`src/rtl/core/serial_line_assembler_top_defines.svh`:
```
// Assertion macros shared by the serial line assembler RTL.
// Included by every file that carries concurrent assertions; no other dependencies.
`ifndef SERIAL_LINE_ASSEMBLER_TOP_DEFINES_SVH
`define SERIAL_LINE_ASSEMBLER_TOP_DEFINES_SVH
`ifndef ASSERT_OFF
// Check a property on an explicit clock, disabled while reset is low.
`define SLA_ASSERT_AT(lbl, clk, rstn, prop, msg) \
    lbl: assert property (@(posedge clk) disable iff (!rstn) (prop)) else $error(msg);
// Check a property on the standard aclk / aresetn pair.
`define SLA_ASSERT(lbl, prop, msg) \
    `SLA_ASSERT_AT(lbl, aclk, aresetn, prop, msg)
`else
`define SLA_ASSERT_AT(lbl, clk, rstn, prop, msg)
`define SLA_ASSERT(lbl, prop, msg)
`endif
`endif

```
`src/rtl/core/sla_pkg.sv`:
```
// Package for the serial line assembler: constants, command types, back-end states.
// No dependencies; imported by every module of the block but sla_ram.
`timescale 1ns / 1ps
package sla_pkg;
    localparam int LINE_ADDR_BITS_DEF = 5;
    localparam int SLOT_BITS_DEF      = 2;
    localparam int CMD_DEPTH_BITS     = 2;
    localparam int CHAR_W             = 8;

    localparam logic [CHAR_W-1:0] CHAR_CR = 8'd13;
    localparam logic [CHAR_W-1:0] CHAR_LF = 8'd10;

    typedef enum logic {
        CMD_STORE = 1'b0,
        CMD_FLUSH = 1'b1
    } cmd_kind_t;

    typedef struct packed {
        cmd_kind_t         kind;
        logic [CHAR_W-1:0] data;
    } sla_cmd_t;

    typedef struct packed {
        logic full;
        logic empty;
    } fifo_status_t;

    typedef enum logic {
        B_IDLE   = 1'b0,
        B_STREAM = 1'b1
    } back_state_t;
endpackage

```
`src/rtl/core/sla_ram.sv`:
```
// Generic single-write, single-read RAM with registered read data.
// No dependencies.
`timescale 1ns / 1ps
module sla_ram #(
    parameter int WIDTH      = 8,
    parameter int ADDR_BITS  = 5
) (
    input  logic                 aclk,
    input  logic                 we,
    input  logic [ADDR_BITS-1:0] waddr,
    input  logic [WIDTH-1:0]     wdata,
    input  logic                 re,
    input  logic [ADDR_BITS-1:0] raddr,
    output logic [WIDTH-1:0]     rdata
);
    localparam int DEPTH = 1 << ADDR_BITS;

    logic [WIDTH-1:0] mem_reg [DEPTH];
    logic [WIDTH-1:0] rdata_reg;

    always_ff @(posedge aclk) begin
        if (we) begin
            mem_reg[waddr] <= wdata;
        end
        if (re) begin
            rdata_reg <= mem_reg[raddr];
        end
    end

    assign rdata = rdata_reg;
endmodule

```
`src/rtl/core/sla_front.sv`:
```
// Front end: accepts received bytes and classifies them into store / flush commands.
// Depends on sla_pkg.
`timescale 1ns / 1ps
module sla_front import sla_pkg::*; (
    input  logic              s_tvalid,
    output logic              s_tready,
    input  logic [CHAR_W-1:0] s_tdata,
    input  fifo_status_t      fifo_status,
    output logic              push,
    output sla_cmd_t          push_cmd
);
    logic beat;

    assign s_tready = !fifo_status.full;
    assign beat     = s_tvalid && s_tready;

    // Drop carriage returns; line feed closes the line; everything else is stored.
    always_comb begin
        push_cmd.data = s_tdata;
        push_cmd.kind = (s_tdata == CHAR_LF) ? CMD_FLUSH : CMD_STORE;
        push          = beat && (s_tdata != CHAR_CR);
    end
endmodule

```
`src/rtl/core/sla_cmd_fifo.sv`:
```
// Short command queue between the front end and the back end.
// Depends on sla_pkg and the assertion macro header.
`timescale 1ns / 1ps
`include "serial_line_assembler_top_defines.svh"
module sla_cmd_fifo import sla_pkg::*; #(
    parameter int DEPTH_BITS = CMD_DEPTH_BITS
) (
    input  logic         aclk,
    input  logic         aresetn,
    input  logic         push,
    input  sla_cmd_t     push_cmd,
    input  logic         pop,
    output sla_cmd_t     head,
    output fifo_status_t status
);
    localparam int DEPTH = 1 << DEPTH_BITS;
    localparam logic [DEPTH_BITS:0] DEPTH_CNT = (DEPTH_BITS + 1)'(DEPTH);

    sla_cmd_t              buf_reg [DEPTH];
    logic [DEPTH_BITS-1:0] wptr_reg, wptr_next;
    logic [DEPTH_BITS-1:0] rptr_reg, rptr_next;
    logic [DEPTH_BITS:0]   count_reg, count_next;

    always_comb begin
        wptr_next  = push ? wptr_reg + 1'b1 : wptr_reg;
        rptr_next  = pop  ? rptr_reg + 1'b1 : rptr_reg;
        count_next = count_reg;
        if (push && !pop) begin
            count_next = count_reg + 1'b1;
        end else if (pop && !push) begin
            count_next = count_reg - 1'b1;
        end
    end

    always_ff @(posedge aclk) begin
        if (!aresetn) begin
            wptr_reg  <= '0;
            rptr_reg  <= '0;
            count_reg <= '0;
        end else begin
            wptr_reg  <= wptr_next;
            rptr_reg  <= rptr_next;
            count_reg <= count_next;
        end
    end

    always_ff @(posedge aclk) begin
        if (push) begin
            buf_reg[wptr_reg] <= push_cmd;
        end
    end

    assign head         = buf_reg[rptr_reg];
    assign status.full  = (count_reg == DEPTH_CNT);
    assign status.empty = (count_reg == '0);

    `SLA_ASSERT(a_no_overflow, push |-> !status.full, "command queue overflow")
    `SLA_ASSERT(a_no_underflow, pop |-> !status.empty, "command queue underflow")
    `SLA_ASSERT(a_count_range, count_reg <= DEPTH_CNT, "command queue count out of range")
endmodule

```
`src/rtl/core/sla_back.sv`:
```
// Back end: executes queued commands against the line store and streams finished lines.
// Depends on sla_pkg, sla_ram and the assertion macro header.
`timescale 1ns / 1ps
`include "serial_line_assembler_top_defines.svh"
module sla_back import sla_pkg::*; #(
    parameter int LINE_ADDR_BITS = LINE_ADDR_BITS_DEF,
    parameter int SLOT_BITS      = SLOT_BITS_DEF
) (
    input  logic                 aclk,
    input  logic                 aresetn,
    input  fifo_status_t         fifo_status,
    input  sla_cmd_t             head,
    output logic                 pop,
    output logic                 m_tvalid,
    input  logic                 m_tready,
    output logic [CHAR_W-1:0]    m_tdata,
    output logic [((SLOT_BITS > 0) ? SLOT_BITS : 1)-1:0] m_tuser,
    output logic                 m_tlast
);
    localparam int SLOT_W = (SLOT_BITS > 0) ? SLOT_BITS : 1;

    back_state_t               state_reg, state_next;
    logic [LINE_ADDR_BITS-1:0] len_reg, len_next;
    logic [LINE_ADDR_BITS-1:0] cnt_reg, cnt_next;
    logic [LINE_ADDR_BITS-1:0] idx_reg, idx_next;
    logic [SLOT_W-1:0]         slot_reg, slot_next;
    logic [SLOT_W-1:0]         cur_slot_reg, cur_slot_next;
    logic                      pend_reg, pend_next;
    logic                      pend_last_reg, pend_last_next;
    logic [SLOT_W-1:0]         pend_slot_reg, pend_slot_next;
    logic                      out_valid_reg, out_valid_next;
    logic [CHAR_W-1:0]         out_char_reg;
    logic [SLOT_W-1:0]         out_slot_reg;
    logic                      out_last_reg;

    logic                      load;
    logic                      issue;
    logic                      start;
    logic                      store;
    logic                      last_issue;
    logic [CHAR_W-1:0]         rdata;

    // Read data sits in the RAM output register until the output register frees.
    assign load       = pend_reg && (!out_valid_reg || m_tready);
    assign last_issue = (idx_reg == cnt_reg - 1'b1);

    // Next-state logic.
    always_comb begin
        state_next = state_reg;
        case (state_reg)
            B_IDLE: begin
                if (!fifo_status.empty && head.kind == CMD_FLUSH && len_reg != '0) begin
                    state_next = B_STREAM;
                end
            end
            B_STREAM: begin
                if ((!pend_reg || load) && last_issue) begin
                    state_next = B_IDLE;
                end
            end
            default: state_next = B_IDLE;
        endcase
    end

    // Output decode.
    always_comb begin
        pop   = 1'b0;
        issue = 1'b0;
        case (state_reg)
            B_IDLE:   pop   = !fifo_status.empty;
            B_STREAM: issue = !pend_reg || load;
            default: begin
                pop   = 1'b0;
                issue = 1'b0;
            end
        endcase
    end

    assign store = pop && (head.kind == CMD_STORE);
    assign start = pop && (head.kind == CMD_FLUSH) && (len_reg != '0);

    always_comb begin
        len_next       = len_reg;
        cnt_next       = cnt_reg;
        idx_next       = idx_reg;
        slot_next      = slot_reg;
        cur_slot_next  = cur_slot_reg;
        pend_next      = pend_reg;
        pend_last_next = pend_last_reg;
        pend_slot_next = pend_slot_reg;
        if (store) begin
            len_next = len_reg + 1'b1;
        end
        if (start) begin
            cnt_next      = len_reg;
            idx_next      = '0;
            len_next      = '0;
            cur_slot_next = slot_reg;
            slot_next     = (SLOT_BITS > 0) ? SLOT_W'(slot_reg + 1'b1) : '0;
        end
        if (load) begin
            pend_next = 1'b0;
        end
        if (issue) begin
            idx_next       = idx_reg + 1'b1;
            pend_next      = 1'b1;
            pend_last_next = last_issue;
            pend_slot_next = cur_slot_reg;
        end
        out_valid_next = load ? 1'b1 : (m_tready ? 1'b0 : out_valid_reg);
    end

    always_ff @(posedge aclk) begin
        if (!aresetn) begin
            state_reg     <= B_IDLE;
            len_reg       <= '0;
            slot_reg      <= '0;
            pend_reg      <= 1'b0;
            out_valid_reg <= 1'b0;
        end else begin
            state_reg     <= state_next;
            len_reg       <= len_next;
            slot_reg      <= slot_next;
            pend_reg      <= pend_next;
            out_valid_reg <= out_valid_next;
        end
    end

    always_ff @(posedge aclk) begin
        cnt_reg       <= cnt_next;
        idx_reg       <= idx_next;
        cur_slot_reg  <= cur_slot_next;
        pend_last_reg <= pend_last_next;
        pend_slot_reg <= pend_slot_next;
        if (load) begin
            out_char_reg <= rdata;
            out_slot_reg <= pend_slot_reg;
            out_last_reg <= pend_last_reg;
        end
    end

    sla_ram #(
        .WIDTH     (CHAR_W),
        .ADDR_BITS (LINE_ADDR_BITS)
    ) u_line_store (
        .aclk  (aclk),
        .we    (store),
        .waddr (len_reg),
        .wdata (head.data),
        .re    (issue),
        .raddr (idx_reg),
        .rdata (rdata)
    );

    assign m_tvalid = out_valid_reg;
    assign m_tdata  = out_char_reg;
    assign m_tuser  = out_slot_reg;
    assign m_tlast  = out_last_reg;

    `SLA_ASSERT(a_stream_nonempty, (state_reg == B_STREAM) |-> (cnt_reg != '0), "empty line streamed")
    `SLA_ASSERT(a_stream_len_clear, (state_reg == B_STREAM) |-> (len_reg == '0), "length kept while streaming")
    `SLA_ASSERT(a_pend_held, (pend_reg && !load) |=> pend_reg, "pending read byte lost")
    `SLA_ASSERT(a_no_pop_streaming, (state_reg == B_STREAM) |-> !pop, "command taken while streaming")
endmodule

```
`src/rtl/core/serial_line_assembler_top.sv`:
```
// The first byte of a line reaches m_tvalid after its line feed's beat through the command queue,
// the back-end state register, the RAM read register and the output register; later bytes follow
// one per cycle while m_tready stays high. Throughput: one received byte per cycle into a 4-entry
// command queue while it is not full; the back end takes no command while it streams a line.
// Reset: aresetn synchronous, active low; clears length, slot number, queue and output valid.
// Top level of the serial line assembler.
// Depends on sla_pkg, sla_front, sla_cmd_fifo, sla_back (which holds sla_ram).
`timescale 1ns / 1ps
module serial_line_assembler_top import sla_pkg::*; #(
    parameter int LINE_ADDR_BITS = LINE_ADDR_BITS_DEF,
    parameter int SLOT_BITS      = SLOT_BITS_DEF
) (
    input  logic              aclk,
    input  logic              aresetn,
    // Received byte stream
    input  logic              s_tvalid,
    output logic              s_tready,
    input  logic [CHAR_W-1:0] s_tdata,   // [7:0] rx_byte
    // Line character stream
    output logic              m_tvalid,
    input  logic              m_tready,
    output logic [CHAR_W-1:0] m_tdata,   // [7:0] line_char
    output logic [((SLOT_BITS > 0) ? SLOT_BITS : 1)-1:0] m_tuser,  // slot
    output logic              m_tlast    // last character of the line
);
    // Front end classifies each beat; the queue decouples it from the streaming back end,
    // so bytes keep arriving, until the queue fills, while a finished line drains.
    fifo_status_t fifo_status;
    logic         push;
    sla_cmd_t     push_cmd;
    logic         pop;
    sla_cmd_t     head;

    sla_front u_front (
        .s_tvalid    (s_tvalid),
        .s_tready    (s_tready),
        .s_tdata     (s_tdata),
        .fifo_status (fifo_status),
        .push        (push),
        .push_cmd    (push_cmd)
    );

    sla_cmd_fifo #(
        .DEPTH_BITS (CMD_DEPTH_BITS)
    ) u_cmd_fifo (
        .aclk     (aclk),
        .aresetn  (aresetn),
        .push     (push),
        .push_cmd (push_cmd),
        .pop      (pop),
        .head     (head),
        .status   (fifo_status)
    );

    // Back end owns the line store, the line length and the slot number; it streams
    // a finished line through a registered RAM read and an output register.
    sla_back #(
        .LINE_ADDR_BITS (LINE_ADDR_BITS),
        .SLOT_BITS      (SLOT_BITS)
    ) u_back (
        .aclk        (aclk),
        .aresetn     (aresetn),
        .fifo_status (fifo_status),
        .head        (head),
        .pop         (pop),
        .m_tvalid    (m_tvalid),
        .m_tready    (m_tready),
        .m_tdata     (m_tdata),
        .m_tuser     (m_tuser),
        .m_tlast     (m_tlast)
    );
endmodule

```
`config.mk`:
```
export PLATFORM = sky130hd
export DESIGN_NAME = serial_line_assembler_top
export DESIGN_NICKNAME = d
export VERILOG_FILES = /design/src/rtl/core/sla_pkg.sv /design/src/rtl/core/sla_ram.sv /design/src/rtl/core/sla_front.sv /design/src/rtl/core/sla_cmd_fifo.sv /design/src/rtl/core/sla_back.sv /design/src/rtl/core/serial_line_assembler_top.sv
export VERILOG_INCLUDE_DIRS = /design/src /design/src/rtl/core
export SDC_FILE = /design/constraint.sdc
export NUM_CORES = 1
export LEC_CHECK = 0
export BUFFER_PORTS_ARGS = -buffer_cell sky130_fd_sc_hd__buf_2
export CAP_MARGIN = 20
export CORE_MARGIN = 4
export CORE_UTILIZATION = 45
export DETAILED_ROUTE_END_ITERATION = 8
export PLACE_DENSITY_LB_ADDON = 0.25
export SYNTH_ARGS = -nofsm -noshare
export SYNTH_HDL_FRONTEND = slang
export SYNTH_SLANG_ARGS = --single-unit
```
`constraint.sdc`:
```
create_clock -name aclk -period 5.9 [get_ports aclk]
set_input_delay 0.885 -clock aclk [delete_from_list [all_inputs] [get_ports aclk]]
set_output_delay 0.885 -clock aclk [all_outputs]
set_load 0.1 [all_outputs]
```
Word-level counts from Yosys, hierarchy flattened
Memories as Yosys holds them, arrays and structs flattened. A register that Yosys moved wholly into a read port is not among the register bits.
Index checks and enable logic that the tools add are counted.
Widths: inputs -> output; s select.
- add/sub/neg operators: 8
- $mul: 0
- bitwise operators: 3
- eq/ne operators: 4
- reductions and logical operators: 26
- shifts and indexed selects: 0
- muxes and demuxes: 20
- div/mod/pow operators: 0
- order comparisons: 0
- operator list (kind ; number):
    $mux 1 ; 13
    $logic_and 1x1->1 ; 11
    $add 5x1->5 const B ; 2
    $mux 5 ; 2
    $eq 8x4->1 const B ; 1
    $ne 8x4->1 const B ; 1
    $reduce_bool 2->1 ; 4
    $add 2x1->2 const B ; 3
    $logic_not 1->1 ; 6
    $mux 3 ; 2
    $eq 5x5->1 ; 1
    $reduce_bool 5->1 ; 1
    $sub 5x1->5 const B ; 1
    $mux 2 ; 2
    $add 3x1->3 const B ; 1
    $eq 3x3->1 const B ; 1
    $logic_not 3->1 ; 1
    $not 1->1 ; 3
    $sub 3x1->3 const B ; 1
    $logic_or 1x1->1 ; 2
    $pmux 1 s2 ; 1
    $reduce_or 2->1 ; 1
- bits in latches: 0
- flip-flop bits (word level): 43
- memory bits (read-only): 0
- memories: 2
- word-level logic and storage cells: 79
- RAM bits: 292
- memories (name ; words ; bits a word ; rd ports ; clocked after Yosys merged registers in ; wr ports ; RTL line ; source):
    u_back.u_line_store.mem_reg ; 32 ; 8 ; 1 ; 1 ; 1 ; sla_ram.sv:18 ; logic [WIDTH-1:0] mem_reg [DEPTH];
    u_cmd_fifo.buf_reg ; 4 ; 9 ; 1 ; 1 ; 1 ; sla_cmd_fifo.sv:19 ; sla_cmd_t buf_reg [DEPTH];

Longest topological paths before layout
- depth in word-level cells: 8
- gate-level depth with buffers: 9
- mapped depth without buffers: 9

Hierarchy
A second synthesis with hierarchy kept.
- cell total of the unflattened synthesis: 626
- area, all modules: 13424.1 um2
- by module, submodules not included (module ; area an instance (um2) ; seq. area each (um2) ; cells an instance ; times used):
    sla_ram ; 10133.5 ; 7927.6 ; 417 ; 1
    sla_cmd_fifo ; 1745.4 ; 1261.2 ; 90 ; 1
    sla_back ; 1435.1 ; 980.9 ; 104 ; 1
    sla_front ; 110.1 ; 0.0 ; 15 ; 1

Worst setup path before layout
OpenSTA, ideal clock, no wires.
- kind: in2reg
- start point: in s_tdata[0]
- end point: reg u_cmd_fifo.count_reg[2]
- stages: 9
- path buffers: 0
- path slack: 3.301 ns
- required time: 5.830 ns
- data arrival time: 2.530 ns
- setup time: 0.070 ns
- cells stage by stage: nor2b_1 and4_1 nor2_1 ha_1 inv_1 fa_1 xor2_1 or3_1 a21oi_1
- cells in the longest elaborated chain, start to end: 5
- ends and longest elaborated chain (what ; RTL line ; source):
    start: declaration ; serial_line_assembler_top.sv:18 ; input logic [CHAR_W-1:0] s_tdata,
    $ne 8x4->1 * ; sla_front.sv:21 ; push = beat && (s_tdata != CHAR_CR);
    $logic_and 1x1->1 * ; sla_front.sv:21 ;
    named net push ; serial_line_assembler_top.sv:29 ; logic push;
    $logic_not 1->1 ; sla_cmd_fifo.sv:30 ; end else if (pop && !push) begin
    $logic_and 1x1->1 ; sla_cmd_fifo.sv:30 ;
    $reduce_bool 2->1 (no source line) ; - ;
    end signal: assignment ; sla_cmd_fifo.sv:43 ; count_reg <= count_next;
    end: declaration ; sla_cmd_fifo.sv:22 ; logic [DEPTH_BITS:0] count_reg, count_next;
Mark *: on every way through the listed nets, which the timed path passes. The rest lies on a longest branch.
A chain may end at the register's enable or synchronous reset.

==> results.cfg <==
[status]
outcome = finished, final reports clean

[detailed_routing]
drt_iter0_markers = 700
wl_met3_um = 2010
wirelength_um = 28900
drt_pass1_iterations = 5
top_layer = met4
wl_met1_um = 12100
vias = 6698
remaining_drc_errors = 0
vias_per_cell = 5.81
final_antenna_net_count = 0
wl_per_cell_um = 25.1
wl_met2_um = 13900

[worst_setup_path]
path_cells = mux4_2, nor3_2, nand2_1, nor2_1
r2r_slack_ps = 2610
path_class = register to register
crit_required_ps = 6040
path_buf_inv = 0
start_kind = register
crit_family = simple AND/OR/NAND/NOR gates
critPathArrivalTime_ps = 3430
slowest_delay_ps = 710
cp-end-kind = register
cpMaxStageDelayCell = nor2_1
cp_max_fo = 9

[logic_synthesis]
synth_top_cell_by_area = edfxtp_1
synth_most_common_cell = edfxtp_1
ys_seq_area_share_pct = 76.0
yosys-top-cells-count = edfxtp_1 (326), nor2_1 (57), mux2i_1 (53), mux4_2 (48), dfxtp_1 (19)
async_reset_ff_share_pct = 0
synth_area_um2 = 13400
syn_nets = 735
synth_top_area_share_pct = 73.1
ys.warnings.count = 0
ys.flop_type = edfxtp_1
synth_seq_cells = 345
syn-instance-count = 711
synthTopCellsByArea = edfxtp_1 (73%), mux4_2 (8.1%), mux2i_1 (4.0%), dfxtp_1 (2.8%), nor2_1 (1.6%)
synth_edf_count = 326
syn_avg_cell_area_um2 = 18.8
ys_types = 44

[run]
max-cap-violations = 0

[grt]
grt_pass1_vias = 6920
grt_max_degree = 94
grt_overflow = 0
track_usage_pct = 17.8
grt_pass1_wl_um = 43700
antenna_found_initial = 0

[cts]
cts_buffer_depth = 3
cts_hold_buf = 0
cts_buffers = 36
htree_num_levels = 2
cts_root_buffer = clkbuf_16
clock_latency_ps = 520
clock-sinks = 345
cts_setup_buffers = 0
path_clk_slew_ps = 60
cts_tree = done
cts_resized = 0

[floorplan]
row_count = 62
core_um2 = 29000
fp.dieW_um = 180
initial_core_util_pct = 46.1
die-area_um2 = 32600
io_pins = 25
die_height_um = 180

[placed_design]
place_area_um2 = 13900
gp_congestion = 0.813
port_buffers = 24
hpwl_um = 17900

[cells_and_area]
antenna_cells = 0
area_growth_pct = 12.5
largest_reg_flops = 256
fin_nets = 767
design_area_um2 = 15100
drive_gt1_share_pct = 17.7

[timing]
finalHoldViolations = 0
setup_viol = 0
rsz0062_at_grt = no
fin_crit_sh_pct = 55.8
slew_viol_final = 0
fin_skew_ps = 18.9
fmax_mhz = 304
tightest_slew_ps = 1070
min_period_ps = 3290
maxSlewHeadroom_pct = 28.2
tns_ps = 0

[hold_path]
hp-class = register to register

[pwr]
power_density_nw_per_um2 = 445
ir_drop_mv = 0.241
leakagePower_uw = 0.00491
==> path summary, 6_finish.rpt <==
check                       start                                end  cells past startpoint
max                      register  u_back.u_line_store.mem_reg[8][2]                      4
min          u_back.pend_last_reg                     u_back.m_tlast                      0
max reg2reg              register  u_back.u_line_store.mem_reg[8][2]                      4
min reg2reg  u_back.pend_last_reg                     u_back.m_tlast                      0
==> worst register-to-register path: stages, from the launching register on <==
cell and delay (ps):
dfxtp_1 700, mux4_2 640, nor3_2 350, nand2_1 500, nor2_1 720
==> routing by layer <==
layer	vias to the layer above	track usage, %
met4	0	5.51
met3	58	3.07
li1	2919	-
met1	3430	24.9
met2	291	28.8
met5	-	0
==> power by group <==
| part | switching, uW | internal [uW] |
|---|---|---|
| logic | 878 | 378 |
| clock network | 897 | 1350 |
| registers | 117 | 3090 |
==> cells by family after synthesis <==
| logic type | after synthesis | synth area share, % |
|---|---|---|
| flip-flops | 345 | 76.0 |
| buffers and inverters | 46 | 1.51 |
| AND/OR/NAND/NOR | 114 | 4.21 |
| multiplexers | 101 | 12.0 |
| AO/OA/AOI/OAI | 74 | 3.76 |
| adder cells (fa/ha/maj) | 12 | 1.18 |
| XOR/XNOR | 19 | 1.35 |
==> area by class of cell <==
type,count,area (um^2)
inverter,12,45.0
clock buffer,39,955
fill,2291,13900
multi-input combinational,320,3020
clock inverter,25,236
timing repair buffer,28,163
tap,384,480
sequential,345,10200
==> per-stage QoR <==
step                      worst slack, ps  util [%]  total power, uW  instances  hold WS [ps]
after global placement               2710      47.8             4490       1088           404
after floorplan                      3300         -             4040        711           400
after global routing                 2340      51.9             6970       1153           436
final                                2610      51.9             6710       1153           419
after CTS                            2550      51.9             6760       1152           421
after detailed placement             2550      47.8             4540       1088           406
==> layout by cell type (no fill, tap or decap), drive strengths merged, types with 12 or more instances in the layout <==
cell type  Yosys  routed
o21ai         13      13
mux4          48      48
mux2i         53      53
clkinv         0      17
xnor2         12      12
buf           15      28
clkbuf        19      39
dfxtp         19      19
edfxtp       326     326
a21oi         12      12
inv           12      12
nor2          58      58
a22oi         15      15
Note: power is estimated with default switching activity, not from simulation.
